<file path="src/design/assert_macros.svh">
// Assertion macros for the design files.
`ifndef ASSERT_MACROS_SVH
`define ASSERT_MACROS_SVH
`ifndef SYNTHESIS
// Implication checked at every rising clock edge outside reset.
`define SPS_ASSERT(lbl, prop) \
   lbl: assert property (@(posedge clock) disable iff (reset) prop) \
      else $error("assertion failed");
// Condition that must never be true outside reset.
`define SPS_NEVER(lbl, cond) \
   lbl: assert property (@(posedge clock) disable iff (reset) !(cond)) \
      else $error("forbidden condition seen");
`else
`define SPS_ASSERT(lbl, prop)
`define SPS_NEVER(lbl, cond)
`endif
`endif

</file>
<file path="src/design/sps_pkg.sv">
// Types, codes and coil tables of the stepper phase sequencer.
package sps_pkg;

   typedef logic [1:0]        opcode_type;
   typedef logic [1:0]        mode_type;
   typedef logic [31:0]       count_type;
   typedef logic [19:0]       interval_type;
   typedef logic [7:0]        speed_type;
   typedef logic [3:0]        coil_type;
   typedef logic signed [4:0] phase_type;

   localparam int CsrIdxW = 1;
   typedef logic [CsrIdxW-1:0] csr_index_type;

   localparam csr_index_type CSR_STEP_MODE     = 1'd0;
   localparam csr_index_type CSR_BASE_INTERVAL = 1'd1;

   localparam opcode_type OP_TICK  = 2'd0;
   localparam opcode_type OP_START = 2'd1;
   localparam opcode_type OP_STOP  = 2'd2;

   localparam mode_type MODE_OFF    = 2'd0;
   localparam mode_type MODE_SINGLE = 2'd1;
   localparam mode_type MODE_DOUBLE = 2'd2;
   localparam mode_type MODE_HALF   = 2'd3;

   localparam mode_type     MODE_RESET     = MODE_SINGLE;
   localparam interval_type INTERVAL_RESET = 20'd293;

   localparam int DivSteps = $bits(interval_type);
   localparam int DivCntW  = $clog2(DivSteps);

   // Coil pattern for a phase in a mode; keeps the old pattern when the
   // phase has no entry in that mode's table.
   function automatic coil_type phase_pattern(mode_type mode, phase_type ph,
                                              coil_type old);
      coil_type p;
      p = old;
      if (ph >= 0) begin
         case (mode)
            MODE_SINGLE: begin
               case (ph)
                  5'sd0:   p = 4'h1;
                  5'sd1:   p = 4'h2;
                  5'sd2:   p = 4'h4;
                  5'sd3:   p = 4'h8;
                  default: p = old;
               endcase
            end
            MODE_DOUBLE: begin
               case (ph)
                  5'sd0:   p = 4'h9;
                  5'sd1:   p = 4'h3;
                  5'sd2:   p = 4'h6;
                  5'sd3:   p = 4'hC;
                  default: p = old;
               endcase
            end
            MODE_HALF: begin
               case (ph)
                  5'sd0:   p = 4'h9;
                  5'sd1:   p = 4'h1;
                  5'sd2:   p = 4'h3;
                  5'sd3:   p = 4'h2;
                  5'sd4:   p = 4'h6;
                  5'sd5:   p = 4'h4;
                  5'sd6:   p = 4'hC;
                  5'sd7:   p = 4'h8;
                  default: p = old;
               endcase
            end
            default: p = old;
         endcase
      end
      return p;
   endfunction

endpackage

</file>
<file path="src/design/stepper_phase_sequencer.sv">
// Stepper phase sequencer: command decode, restoring divider, coil drive.
//
//  channel | ports  | direction | handshake
//  --------+--------+-----------+------------------------------
//  command | req_*  | in        | valid/ready, one beat per item
//  result  | rsp_*  | out       | valid/ready, one beat per item
//  config  | csr_*  | in        | write enable, no wait
//
// Tick and stop beats go from the accept straight to the execute state; a start
// beat first runs the 20 one-bit iterations of the restoring divider.
// One command at a time: req_ready is low from accept until the result is
// loaded into the output register. A stalled result holds the block in its
// update state; a new command is taken while a loaded result waits.
// Reset gives mode single-coil, base interval 293, all coils off.
module stepper_phase_sequencer (
   input  logic                   clock,
   input  logic                   reset,
   input  logic                   req_valid,
   output logic                   req_ready,
   input  sps_pkg::opcode_type    req_opcode,
   input  sps_pkg::count_type     req_step_count,
   input  sps_pkg::speed_type     req_speed,
   input  logic                   req_clockwise,
   output logic                   rsp_valid,
   input  logic                   rsp_ready,
   output sps_pkg::coil_type      rsp_coils,
   output sps_pkg::count_type     rsp_steps_remaining,
   output logic                   rsp_busy_res,
   input  logic                   csr_we,
   input  sps_pkg::csr_index_type csr_index,
   input  sps_pkg::interval_type  csr_wdata
);
   import sps_pkg::*;

   localparam logic [1:0] ST_IDLE = 2'd0;
   localparam logic [1:0] ST_DIV  = 2'd1;
   localparam logic [1:0] ST_EXEC = 2'd2;

   logic [1:0]        state_ff, state_in;
   mode_type          mode_ff;
   interval_type      base_ff;

   opcode_type        op_ff;
   count_type         cnt_ff;
   logic              cw_ff;

   logic [7:0]        dvsr_ff;
   logic [7:0]        rem_ff, rem_in;
   interval_type      quo_ff, quo_in;
   logic [DivCntW-1:0] div_cnt_ff, div_cnt_in;
   logic [8:0]        trial;
   logic              trial_ge;

   count_type         remaining_ff, remaining_in;
   interval_type      countdown_ff, countdown_in;
   interval_type      reload_ff, reload_in;
   phase_type         phase_ff, phase_in;
   logic              upward_ff, upward_in;
   coil_type          coil_ff, coil_in;

   logic              rsp_valid_ff;
   coil_type          rsp_coils_ff;
   count_type         rsp_remaining_ff;
   logic              rsp_busy_ff;

   logic              accept;
   logic              out_free;
   logic              commit;
   interval_type      cd_dec;
   interval_type      iv;
   phase_type         last;
   phase_type         ph_step;
   count_type         rem_dec;

   assign req_ready = (state_ff == ST_IDLE);
   assign accept    = req_valid && req_ready;
   assign out_free  = !rsp_valid_ff || rsp_ready;
   assign commit    = (state_ff == ST_EXEC) && out_free;

   // Restoring divider: one quotient bit per cycle.
   assign trial    = {rem_ff, quo_ff[DivSteps-1]};
   assign trial_ge = trial >= {1'b0, dvsr_ff};

   always_comb begin
      rem_in     = rem_ff;
      quo_in     = quo_ff;
      div_cnt_in = div_cnt_ff;
      if (state_ff == ST_DIV) begin
         rem_in     = trial_ge ? 8'(trial - {1'b0, dvsr_ff}) : trial[7:0];
         quo_in     = {quo_ff[DivSteps-2:0], trial_ge};
         div_cnt_in = div_cnt_ff + 1'b1;
      end
   end

   always_comb begin
      state_in = state_ff;
      case (state_ff)
         ST_IDLE: begin
            if (accept) begin
               state_in = (req_opcode == OP_START) ? ST_DIV : ST_EXEC;
            end
         end
         ST_DIV: begin
            if (div_cnt_ff == DivCntW'(DivSteps - 1)) begin
               state_in = ST_EXEC;
            end
         end
         ST_EXEC: begin
            if (out_free) begin
               state_in = ST_IDLE;
            end
         end
         default: state_in = ST_IDLE;
      endcase
   end

   assign cd_dec  = countdown_ff - 1'b1;
   assign iv      = (quo_ff == '0) ? interval_type'(1) : quo_ff;
   assign last    = (mode_ff == MODE_HALF) ? 5'sd7 : 5'sd3;
   assign rem_dec = remaining_ff - 1'b1;

   always_comb begin
      if (upward_ff) begin
         ph_step = (phase_ff + 5'sd1 > last) ? 5'sd0 : phase_ff + 5'sd1;
      end else begin
         ph_step = (phase_ff - 5'sd1 < 5'sd0) ? last : phase_ff - 5'sd1;
      end
   end

   always_comb begin
      remaining_in = remaining_ff;
      countdown_in = countdown_ff;
      reload_in    = reload_ff;
      phase_in     = phase_ff;
      upward_in    = upward_ff;
      coil_in      = coil_ff;
      if (commit) begin
         case (op_ff)
            OP_TICK: begin
               if (mode_ff != MODE_OFF && remaining_ff != '0) begin
                  countdown_in = cd_dec;
                  if (cd_dec == '0) begin
                     countdown_in = reload_ff;
                     phase_in     = ph_step;
                     remaining_in = rem_dec;
                     coil_in      = (rem_dec == '0) ? coil_type'(0)
                                    : phase_pattern(mode_ff, ph_step, coil_ff);
                  end
               end
            end
            OP_START: begin
               reload_in    = iv;
               countdown_in = iv;
               upward_in    = !cw_ff;
               if (!cw_ff) begin
                  phase_in = -5'sd1;
               end else begin
                  phase_in = (mode_ff == MODE_HALF) ? 5'sd8 : 5'sd4;
               end
               coil_in      = '0;
               remaining_in = cnt_ff;
            end
            OP_STOP: remaining_in = '0;
            default: ;
         endcase
      end
   end

   always_ff @(posedge clock) begin
      if (reset) begin
         state_ff     <= ST_IDLE;
         mode_ff      <= MODE_RESET;
         base_ff      <= INTERVAL_RESET;
         remaining_ff <= '0;
         countdown_ff <= '0;
         reload_ff    <= '0;
         phase_ff     <= '0;
         upward_ff    <= 1'b0;
         coil_ff      <= '0;
         rsp_valid_ff <= 1'b0;
         div_cnt_ff   <= '0;
      end else begin
         state_ff     <= state_in;
         remaining_ff <= remaining_in;
         countdown_ff <= countdown_in;
         reload_ff    <= reload_in;
         phase_ff     <= phase_in;
         upward_ff    <= upward_in;
         coil_ff      <= coil_in;
         div_cnt_ff   <= accept ? '0 : div_cnt_in;
         if (csr_we) begin
            case (csr_index)
               CSR_STEP_MODE:     mode_ff <= csr_wdata[1:0];
               CSR_BASE_INTERVAL: base_ff <= csr_wdata;
               default: ;
            endcase
         end
         if (commit) begin
            rsp_valid_ff <= 1'b1;
         end else if (rsp_ready) begin
            rsp_valid_ff <= 1'b0;
         end
      end
   end

   // Item latch, divider data path and result register.
   always_ff @(posedge clock) begin
      if (accept) begin
         op_ff   <= req_opcode;
         cnt_ff  <= req_step_count;
         cw_ff   <= req_clockwise;
         dvsr_ff <= (req_speed == '0) ? 8'd1 : req_speed;
         rem_ff  <= '0;
         quo_ff  <= base_ff;
      end else begin
         rem_ff  <= rem_in;
         quo_ff  <= quo_in;
      end
      if (commit) begin
         rsp_coils_ff     <= coil_in;
         rsp_remaining_ff <= remaining_in;
         rsp_busy_ff      <= (remaining_in != '0);
      end
   end

   assign rsp_valid           = rsp_valid_ff;
   assign rsp_coils           = rsp_coils_ff;
   assign rsp_steps_remaining = rsp_remaining_ff;
   assign rsp_busy_res        = rsp_busy_ff;

`include "assert_macros.svh"

   `SPS_ASSERT(a_busy_match, rsp_valid_ff |-> (rsp_busy_ff == (rsp_remaining_ff != '0)))
   `SPS_ASSERT(a_cd_live, (remaining_ff != '0) |-> (countdown_ff != '0))
   `SPS_ASSERT(a_div_bound, (state_ff == ST_DIV) |-> (dvsr_ff != '0))
   `SPS_NEVER(a_phase_range, (phase_ff < -5'sd1) || (phase_ff > 5'sd8))

endmodule
</file>
<file path="config.mk">
export PLATFORM = sky130hd
export DESIGN_NAME = stepper_phase_sequencer
export DESIGN_NICKNAME = d
export VERILOG_FILES = /design/src/design/sps_pkg.sv /design/src/design/stepper_phase_sequencer.sv
export VERILOG_INCLUDE_DIRS = /design/src /design/src/design
export SDC_FILE = /design/constraint.sdc
export NUM_CORES = 1
export LEC_CHECK = 0
export ABC_CLOCK_PERIOD_IN_PS = 4700
export BUFFER_PORTS_ARGS = -buffer_cell sky130_fd_sc_hd__buf_2
export CAP_MARGIN = 40
export CORE_ASPECT_RATIO = 1.25
export CORE_MARGIN = 3
export CORE_UTILIZATION = 45
export CTS_CLUSTER_DIAMETER = 100
export DETAILED_ROUTE_END_ITERATION = 7
export PLACE_DENSITY = 0.7
export SYNTH_ARGS = -nofsm -noshare
export SYNTH_HDL_FRONTEND = slang
export SYNTH_SLANG_ARGS = --single-unit
</file>
<file path="constraint.sdc">
create_clock -name clock -period 4.7 [get_ports clock]
set_input_delay 0 -clock clock [delete_from_list [all_inputs] [get_ports clock]]
set_output_delay 0 -clock clock [all_outputs]
set_load 0.005 [all_outputs]
</file>
==> flow_summary.ini, run 1 <==
[setup_path]
rrSetupSlack_ns = 0.64
crit_arrival_ns = 4.30
end_kind = register
crit_type = register to register
crit_end = rsp_busy_res$_DFFE_PP_
worstSetupStartpointType = register
rr_worst_depth = 11
reg2reg_to = rsp_busy_res$_DFFE_PP_
worstPathRequired_ns = 4.95
crit_start = countdown_ff[2]$_SDFFE_PP0P_
r2r_start = countdown_ff[2]$_SDFFE_PP0P_
cp_max_fo = 12

[drt]
drt_pre_antenna_iters = 5
route.detailed.drc = 0
drt_iter0_markers = 730
ant_nets = 0
via_per_inst = 5.731
wire_per_inst_um = 18.24
drt_wl_total_um = 33120
vias = 10410

[finish]
fill_cells = 2258
regArea_um2 = 5405
multiInputGateArea_um2 = 5605
antenna_cells = 0
fin_util_pct = 55.17
areaGrowthSynthToFinish_pct = 20.59
nets = 1552
drive_gt1_share_pct = 14.58

[power_and_ir_drop]
power.leakage_nw = 5.495
peakVddDrop_mv = 0.2735
powerDensity_nw_per_um2 = 377.2

[yosys]
synth_cell_types = 94
synth_seq_area_share_pct = 46.71
yosys.cell_count.top_type = nand2_1
synth_edf_count = 100
synth_warnings = 0
netlist_area_um2 = 11570
synth_area_leader_cell = edfxtp_1
yosys-top-cells-count = nand2_1 (217), nor2_1 (135), dfxtp_1 (120), edfxtp_1 (100), a21oi_1 (98)
avgSynthCellArea_um2 = 8.786
synth-main-ff-cell = dfxtp_1
synth_cells = 1317
synth.top_cell.area_share_pct = 25.95
synthesis.nets = 1406
async_reset_ff_share_pct = 0
synth_top_cells_by_area = edfxtp_1 (26%), dfxtp_1 (21%), nand2_1 (7.0%)
synth-seq-cells = 220

[clocking]
holdBufCountCts = 81
clk_latency_ns = 0.52
cts_setup_buffers = 0
cts_buffer_depth = 3
htree_levels = 1
root_buffer = clkbuf_16
cts_resized = 0
numCtsBuffers = 24
clk_pin_slew_ns = 0.07
tritoncts = done
clock_sink_count = 220

[timing]
worst_pin_slew_ns = 0.8591
setup_viol = 0
hold_violations = 0
relSlewSlack_pct = 42.73
finalMaxSlewViolations = 0
fin_skew_ns = 0.02102
tns_ns = 0
finalCriticalPeriod_ns = 4.059
timing.fmax_ghz = 0.2464
grt_setup_unrepaired = no
min_period_over_period_pct = 86.36

[die]
die-area_um2 = 27690
start_util_pct = 45.75
ios = 108
die_w_um = 149.4
coreArea_um2 = 25290
die_height_um = 185.3
row_count = 65

[place]
io_buffers = 107
routabilityCongestion = 1.008
dpl.hpwl_um = 22510

[global_routing]
grt_overflow = 0
grt_pass1_vias = 10210
grt_max_degree = 78
grt_first_pass_wirelength_um = 52910
grtUsageTotal_pct = 23.62
antenna_found_initial = 0

[min_path]
hold_path_class = primary input to register
min_path_cells = 2

[outcome]
outcome = complete, no violations

[run]
drv_cap = 0
## per-stage QoR
stage	cell area [um^2]	setup slack [ns]	hold slack (ns)	power, mW	std cells
after global routing	13950	0.3836	0.1889	5.505	1816
after CTS	13950	0.6632	0.1725	5.285	1816
final	13950	0.6411	0.1963	5.264	1816
after floorplan	11570	1.110	0.09887	3.060	1317
after global placement	12320	0.6893	0.1781	3.364	1689
after detailed placement	12360	0.6765	0.1785	3.374	1691
## layer usage
| layer | vias up | part of all wire (%) | track usage [%] |
|---|---|---|---|
| met5 | - | 0 | 0 |
| met4 | 0 | 5.2 | 11.47 |
| met2 | 443 | 49 | 41.25 |
| li1 | 5015 | - | - |
| met3 | 123 | 6.0 | 3.353 |
| met1 | 4827 | 40 | 28.62 |
## power by group
part           leakage [nW]  internal (mW)  switching (mW)
clock                 0.388           1.11           0.751
combinational          3.17          0.444           0.684
sequential             1.93           2.16           0.123
## layout by cell type, fill, tap and decap left out, types with 27 or more instances in the layout
cell type and n:
dlygate4sd3_1 81, dfxtp_1 120, nor2_1 135, inv_1 42, edfxtp_1 100, nand2_1 217
buf_4 27, a21oi_1 98, o21ai_0 48, nor3_1 49, nand3_1 29, nor2b_1 30
buf_2 106
## worst max-delay path, stage by stage, from the launching register on
cell,delay (ns)
dfxtp_1,0.40
nor4_4,0.52
nand2_1,0.28
nor2_1,0.18
xnor2_1,0.20
nand4_2,0.39
nor2_4,0.46
o21ai_0,0.16
a211oi_1,0.47
nand4b_1,0.15
nor4_1,0.43
nand4_1,0.14
## layout make-up
type,count,area share [%]
Clock buffer,36,5.138
Clock inverter,8,0.4753
Inverter,45,1.211
Multi-Input combinational cell,957,40.17
Sequential cell,220,38.74
Tap cell,335,3.004
Timing Repair Buffer,215,11.26
## sequential cells by signal (all words and copies together), names as in the netlist, 2 cells and up
register,flops
cnt_ff,32
remaining_ff,32
rsp_steps_remaining,32
base_ff,20
countdown_ff,20
quo_ff,20
reload_ff,20
dvsr_ff,8
rem_ff,8
div_cnt_ff,5
phase_ff,5
coil_ff,4
rsp_coils,4
mode_ff,2
op_ff,2
state_ff,2
## kinds of logic (layout without fill, tap and decap cells)
kind of cell	count (synthesis)	in the layout	synth area share, %
flip-flops	220	220	46.71
multiplexers	9	9	0.7786
buffers and inverters	140	304	4.877
AND/OR/NAND/NOR	599	599	26.10
AO/OA/AOI/OAI	293	293	16.58
XOR/XNOR	36	36	2.725
adder cells (fa/ha/maj)	20	20	2.228
## worst min-delay path by stage
stage,startpoint,slack (ns),endpoint
after floorplan,req_step_count[0],0.1,cnt_ff[0]$_DFFE_PP_
after global placement,req_step_count[7],0.18,cnt_ff[7]$_DFFE_PP_
after detailed placement,req_step_count[15],0.18,cnt_ff[15]$_DFFE_PP_
after CTS,req_step_count[22],0.17,cnt_ff[22]$_DFFE_PP_
after global routing,req_step_count[22],0.19,cnt_ff[22]$_DFFE_PP_
final,req_step_count[6],0.20,cnt_ff[6]$_DFFE_PP_
Power figures use the tool's default switching activity.
==> run 2: changes to the inputs <==
ABC_AREA = 1   (was default)
==> run 2 against run 1 <==
Compared with the run above:
- die area rose by 1.9%
- utilization rose by 0.30 points
- total power rose by 8.6%
- combinational power increased by 33%
- sequential cell count is the same
- clock power up 5%
- final area rose by 1.5%
- wire length fell by 0.57%
- critical path type unchanged
- highest routed layer unchanged
==> flow_summary.ini, run 2 <==
[timing]
tns_ns = 0
hold_violations = 0
worst_pin_slew_ns = 0.8009
finalMaxSlewViolations = 0
relSlewSlack_pct = 46.53
grt_setup_unrepaired = no
min_period_over_period_pct = 70.75
fin_skew_ns = 0.01231
setup_viol = 0
finalWorstSetupSlack_ns = 1.375
finalCriticalPeriod_ns = 3.325
timing.fmax_ghz = 0.3007

[power_and_ir_drop]
peakVddDrop_mv = 0.2940
powerDensity_nw_per_um2 = 403.7
power.leakage_nw = 6.564
power_mw = 5.718

[finish]
areaGrowthSynthToFinish_pct = 20.01
drive_gt1_share_pct = 10.64
fin_area_um2 = 14160
final_cell_mix = nand2_1 (355), inv_1 (220), nor2_1 (214)
final_common_cell = nand2_1
nets = 1828
fin_util_pct = 55.47
antenna_cells = 0

[place]
routabilityCongestion = 0.9692
dpl_cell_area_um2 = 12660
dpl.hpwl_um = 23740
post-place-ws_ns = 1.436
io_buffers = 107

[clocking]
tritoncts = done
clk_latency_ns = 0.52
cts_setup_buffers = 0
cts_resized = 0
root_buffer = clkbuf_16
clock_sink_count = 220
htree_levels = 1
clk_pin_slew_ns = 0.06
numCtsBuffers = 24
cts_buffer_depth = 3

[run]
drv_cap = 0

[yosys]
synthesis.nets = 1678
synth_cells = 1589
avgSynthCellArea_um2 = 7.428
synth_edf_count = 100
synth-main-ff-cell = dfxtp_1
synth_cell_types = 39
async_reset_ff_share_pct = 0
synth_area_leader_cell = edfxtp_1
netlist_area_um2 = 11800
synth_top_cells_by_area = edfxtp_1 (25%), dfxtp_1 (20%), nand2_1 (11%)
synth-seq-cells = 220
synth.top_cell.area_share_pct = 25.44
yosys.cell_count.top_type = nand2_1
yosys-top-cells-count = nand2_1 (355), inv_1 (221), nor2_1 (217), o21ai_0 (121), dfxtp_1 (120)
synth_seq_area_share_pct = 45.80
synth_warnings = 0

[global_routing]
grt_pass1_vias = 10890
grt_first_pass_wirelength_um = 53110
grtUsageMet1_pct = 28.22
globalRouteMet3Util_pct = 2.739
met2_usage_pct = 40.16
busiest_layer = met2
grt_max_degree = 63
antenna_found_initial = 0
grtUsageTotal_pct = 22.98
grt_overflow = 0

[die]
row_count = 65
die_height_um = 187.1
ios = 108
die-area_um2 = 28220
die_w_um = 150.9
start_util_pct = 46.22
coreArea_um2 = 25540

[setup_path]
crit_top_cell = nand2_1
crit_path_top_delay_cell = nor2_2
end_kind = register
worstSetupStartpointType = register
cp_max_fo = 14
crit_arrival_ns = 3.59
slowest_delay_ns = 0.53
cp_cell_sequence = inv_1 -> ha_1 -> nand2_2 -> inv_1 -> nand2_1 -> nand2_1 -> nand2_1 -> inv_1 -> nand3_1 -> nor2_2 -> nand4_1 -> nand3_1 -> nand2_1 -> nand2_1 -> nand2_1 -> nor2_1 -> nand2_1 -> nor2_1 -> nand2_1
critical_path_buf_inv_count = 3
rrSetupSlack_ns = 1.37
crit_type = register to register
worstPathRequired_ns = 4.97
cp_top_family = simple AND/OR/NAND/NOR gates

[drt]
drt_iter0_markers = 653
vias = 10970
drt_wl_total_um = 32930
ant_nets = 0
drt_pre_antenna_iters = 7
via_per_inst = 5.245
route.detailed.drc = 0
wire_per_inst_um = 15.74

[outcome]
outcome = complete, no violations

[min_path]
hold_path_class = primary input to register
run 2: cell types whose count changed in the layout (fill, tap and decap cells not counted), sizes merged, moves of 46 or more:
cell   delta
nand4    +46
nand2   +139
inv     +179
nor2     +92
nand3    +66
o21ai    +68
run 2: worst paths after layout:
kind / startpoint / to / cells after the start
hold reg to reg: reload_ff[19]$_SDFFE_PP0P_ / reload_ff[19]$_SDFFE_PP0P_ / 2
hold / removal: csr_we / mode_ff[0]$_SDFFE_PP1P_ / 5
setup / recovery: countdown_ff[0]$_SDFFE_PP0P_ / rsp_busy_res$_DFFE_PP_ / 19
setup reg to reg: countdown_ff[0]$_SDFFE_PP0P_ / rsp_busy_res$_DFFE_PP_ / 19
run 2: cell families (layout without fill, tap and decap cells):
logic type,after synthesis,count (layout),share of synthesized area [%]
flops,220,220,45.80
compound gates,245,245,11.54
buf+inv,293,461,9.605
simple gates,771,771,27.90
fa+ha+maj,20,20,2.184
xor+xnor,40,40,2.968
run 2: final cells by class:
class	instances	area (um^2)
Multi-Input combinational cell	1076	5280
Clock buffer	26	629.4
Clock inverter	18	195.2
Tap cell	335	419.2
Inverter	225	844.6
Timing Repair Buffer	192	1391
Sequential cell	220	5405
Fill cell	2374	11370
run 2: per-stage QoR:
stage | cells | hold WS, ns
final | 2092 | 0.04378
after global routing | 2092 | 0.04981
after CTS | 2092 | 0.001242
after floorplan | 1589 | 0.09887
after detailed placement | 1980 | 0.1783
after global placement | 1976 | 0.1773
run 2: repair_timing:
action | in CTS | in global routing
endpoints found under the hold margin | 68 | 0
setup endpoints to repair | 0 | 0
hold buffers | 68 | 0
run 2: where the power goes:
group | switching, mW | internal, mW | leakage [nW]
combinational | 1.02 | 0.483 | 4.23
clock | 0.767 | 1.19 | 0.398
sequential | 0.0885 | 2.17 | 1.94
total | 1.88 | 3.84 | 6.56
run 2: routing by layer:
metal | share of wire [%] | routed length, um | vias up
li1 | - | - | 5499
met3 | 5.1 | 1693 | 88
met5 | 0 | 0 | -
met1 | 41 | 13610 | 5018
met4 | 4.0 | 1305 | 0
met2 | 50 | 16320 | 367
run 2: worst register-to-register path, cell delays in order, from the launching register on:
cell and delay, ns:
dfxtp_1 0.35, inv_1 0.13, ha_1 0.36, nand2_2 0.14, inv_1 0.12, nand2_1 0.06, nand2_1 0.05, nand2_1 0.05
inv_1 0.08, nand3_1 0.09, nor2_2 0.53, nand4_1 0.18, nand3_1 0.12, nand2_1 0.05, nand2_1 0.17, nand2_1 0.07
nor2_1 0.21, nand2_1 0.09, nor2_1 0.15, nand2_1 0.08
==> run 3: changes to the inputs <==
ABC_CLOCK_PERIOD_IN_PS = 3500   (was 4700)
clock period = 3.5 ns   (was 4.7 ns; I/O delays follow)
==> run 3 against run 2 <==
Compared with the run above:
- sequential cell count unchanged
- register-to-register slack lost 1.0 ns
- fmax is 5.7% higher
- utilization up 0.26 points
- non-clock buffer count increased by 2
- clock skew fell by 0.00073 ns
- die area unchanged
- total power rose by 38%
- critical path depth stayed put
- setup slack got worse by 1.0 ns
- worst hold slack better by 0.090 ns
- sequential power increased by 34%
- critical endpoint unchanged
- highest routed layer unchanged
==> flow_summary.ini, run 3 (same netlist as run 2, synthesis figures left out) <==
[setup_path]
crit_path_top_delay_cell = dfxtp_1
rrSetupSlack_ns = 0.35
crit_top_cell = nand2_1
r2r_start = countdown_ff[0]$_SDFFE_PP0P_
slowest_delay_ns = 0.34
crit_arrival_ns = 3.42
cp_cell_sequence = inv_1 -> ha_2 -> nand2_2 -> nor2_4 -> nor2_1 -> nor2_2 -> nand2_1 -> nor2_2 -> nand3_2 -> nor2_4 -> nand4_1 -> nand3_1 -> nand2_1 -> nand2_1 -> nand2_1 -> nor2_1 -> nand2_1 -> nor2_1 -> nand2_1
reg2reg_to = rsp_busy_res$_DFFE_PP_
rr_worst_depth = 19
worstPathRequired_ns = 3.77
end_kind = register
worstSetupStartpointType = register
cp_max_fo = 14
crit_type = register to register

[timing]
hold_ws_ns = 0.1337
finalWorstSetupSlack_ns = 0.3540
hold_violations = 0
setup_viol = 0
timing.fmax_ghz = 0.3179
relSlewSlack_pct = 39.14
finalMaxSlewViolations = 0
grt_setup_unrepaired = no
worst_pin_slew_ns = 0.9095
fin_skew_ns = 0.01158
tns_ns = 0
finalCriticalPeriod_ns = 3.146
min_period_over_period_pct = 89.89

[min_path]
min_path_cells = 3
hold_path_class = primary input to register
hold_end = upward_ff$_SDFFE_PP0P_
worstHoldStart = reset

[clocking]
numCtsBuffers = 24
clk_latency_ns = 0.52
root_buffer = clkbuf_16
clk_pin_slew_ns = 0.06
tritoncts = done
clock_sink_count = 220
cts_buffer_depth = 3
htree_levels = 1

[place]
routabilityCongestion = 0.9606
post-place-ws_ns = 0.2898
io_buffers = 107
dpl.hpwl_um = 23120
dpl_cell_area_um2 = 12630

[finish]
fill_cells = 2407
fin_area_um2 = 14230
regArea_um2 = 5405
drive_gt1_share_pct = 10.92
areaGrowthSynthToFinish_pct = 20.58
final_cell_mix = nand2_1 (355), inv_1 (219), nor2_1 (214)
multiInputGateArea_um2 = 5283
nets = 1830
final_common_cell = nand2_1
antenna_cells = 0

[drt]
via_per_inst = 5.204
ant_nets = 0
wire_per_inst_um = 15.60
vias = 10900
drt_iter0_markers = 601
drt_wl_total_um = 32660
drt_pre_antenna_iters = 5
route.detailed.drc = 0

[die]
die-area_um2 = 28220
die_w_um = 150.9
die_height_um = 187.1
ios = 108
coreArea_um2 = 25540
start_util_pct = 46.22
row_count = 65

[power_and_ir_drop]
powerDensity_nw_per_um2 = 555.0
power.leakage_nw = 6.597
peakVddDrop_mv = 0.4130

[global_routing]
grt_max_degree = 62
grt_overflow = 0
antenna_found_initial = 0
grt_pass1_vias = 10730
grtUsageTotal_pct = 23.08
grt_first_pass_wirelength_um = 53480

[run]
drv_cap = 0

[outcome]
outcome = complete, no violations
==> run 3: critical path, delay by kind of cell, from the launching register on <==
family	cells	cell delay, ns
fa+ha+maj	1	0.30
buf+inv	1	0.14
simple gates	17	2.10
flops	1	0.34
==> run 3: routing by layer <==
metal	track usage, %	wire length, um	vias up
met5	0	0	-
met4	7.362	1059	0
met3	2.618	1556	56
met2	42.12	16450	287
met1	27.99	13590	5052
li1	-	-	5502
==> run 3: worst max-delay path by stage <==
stage,start,end,slack (ns)
6_report,countdown_ff[0]$_SDFFE_PP0P_,rsp_busy_res$_DFFE_PP_,0.35
3_3_place_gp,countdown_ff[0]$_SDFFE_PP0P_,rsp_busy_res$_DFFE_PP_,0.32
2_1_floorplan,state_ff[1]$_SDFFE_PP0P_,quo_ff[11]$_DFFE_PP_,0.71
5_1_grt,phase_ff[1]$_SDFFE_PP0P_,rsp_coils[2]$_DFFE_PP_,0.04
3_5_place_dp,countdown_ff[0]$_SDFFE_PP0P_,rsp_busy_res$_DFFE_PP_,0.29
4_1_cts,countdown_ff[0]$_SDFFE_PP0P_,rsp_busy_res$_DFFE_PP_,0.27
==> run 3: report_power, final <==
part	internal (mW)	total, mW	switching, mW
sequential	2.92	3.03	0.117
clock	1.77	2.85	1.07
combinational	0.647	2.02	1.37
total	5.34	7.90	2.56
==> run 3: per-stage QoR <==
step | util (%) | instances | power (mW)
after floorplan | - | 1589 | 4.431
after global placement | 49.40 | 1979 | 4.997
after detailed placement | 49.46 | 1980 | 5.004
after CTS | 55.71 | 2094 | 7.911
after global routing | 55.73 | 2094 | 8.313
final | 55.73 | 2094 | 7.898
==> run 3: timing repair <==
item / CTS / global route
hold buffers: 70 / 0
setup buffers: 0 / 0
gates resized for setup: 0 / 3
endpoints found under the hold margin: 68 / 0
endpoints found under the setup margin: 0 / 3
==> run 3: final cells by class <==
| class | count | share of cell area (%) |
|---|---|---|
| Sequential cell | 220 | 37.98 |
| Inverter | 225 | 5.935 |
| Clock inverter | 16 | 1.750 |
| Clock buffer | 28 | 4.545 |
| Multi-Input combinational cell | 1076 | 37.12 |
| Timing Repair Buffer | 194 | 9.724 |
| Tap cell | 335 | 2.945 |
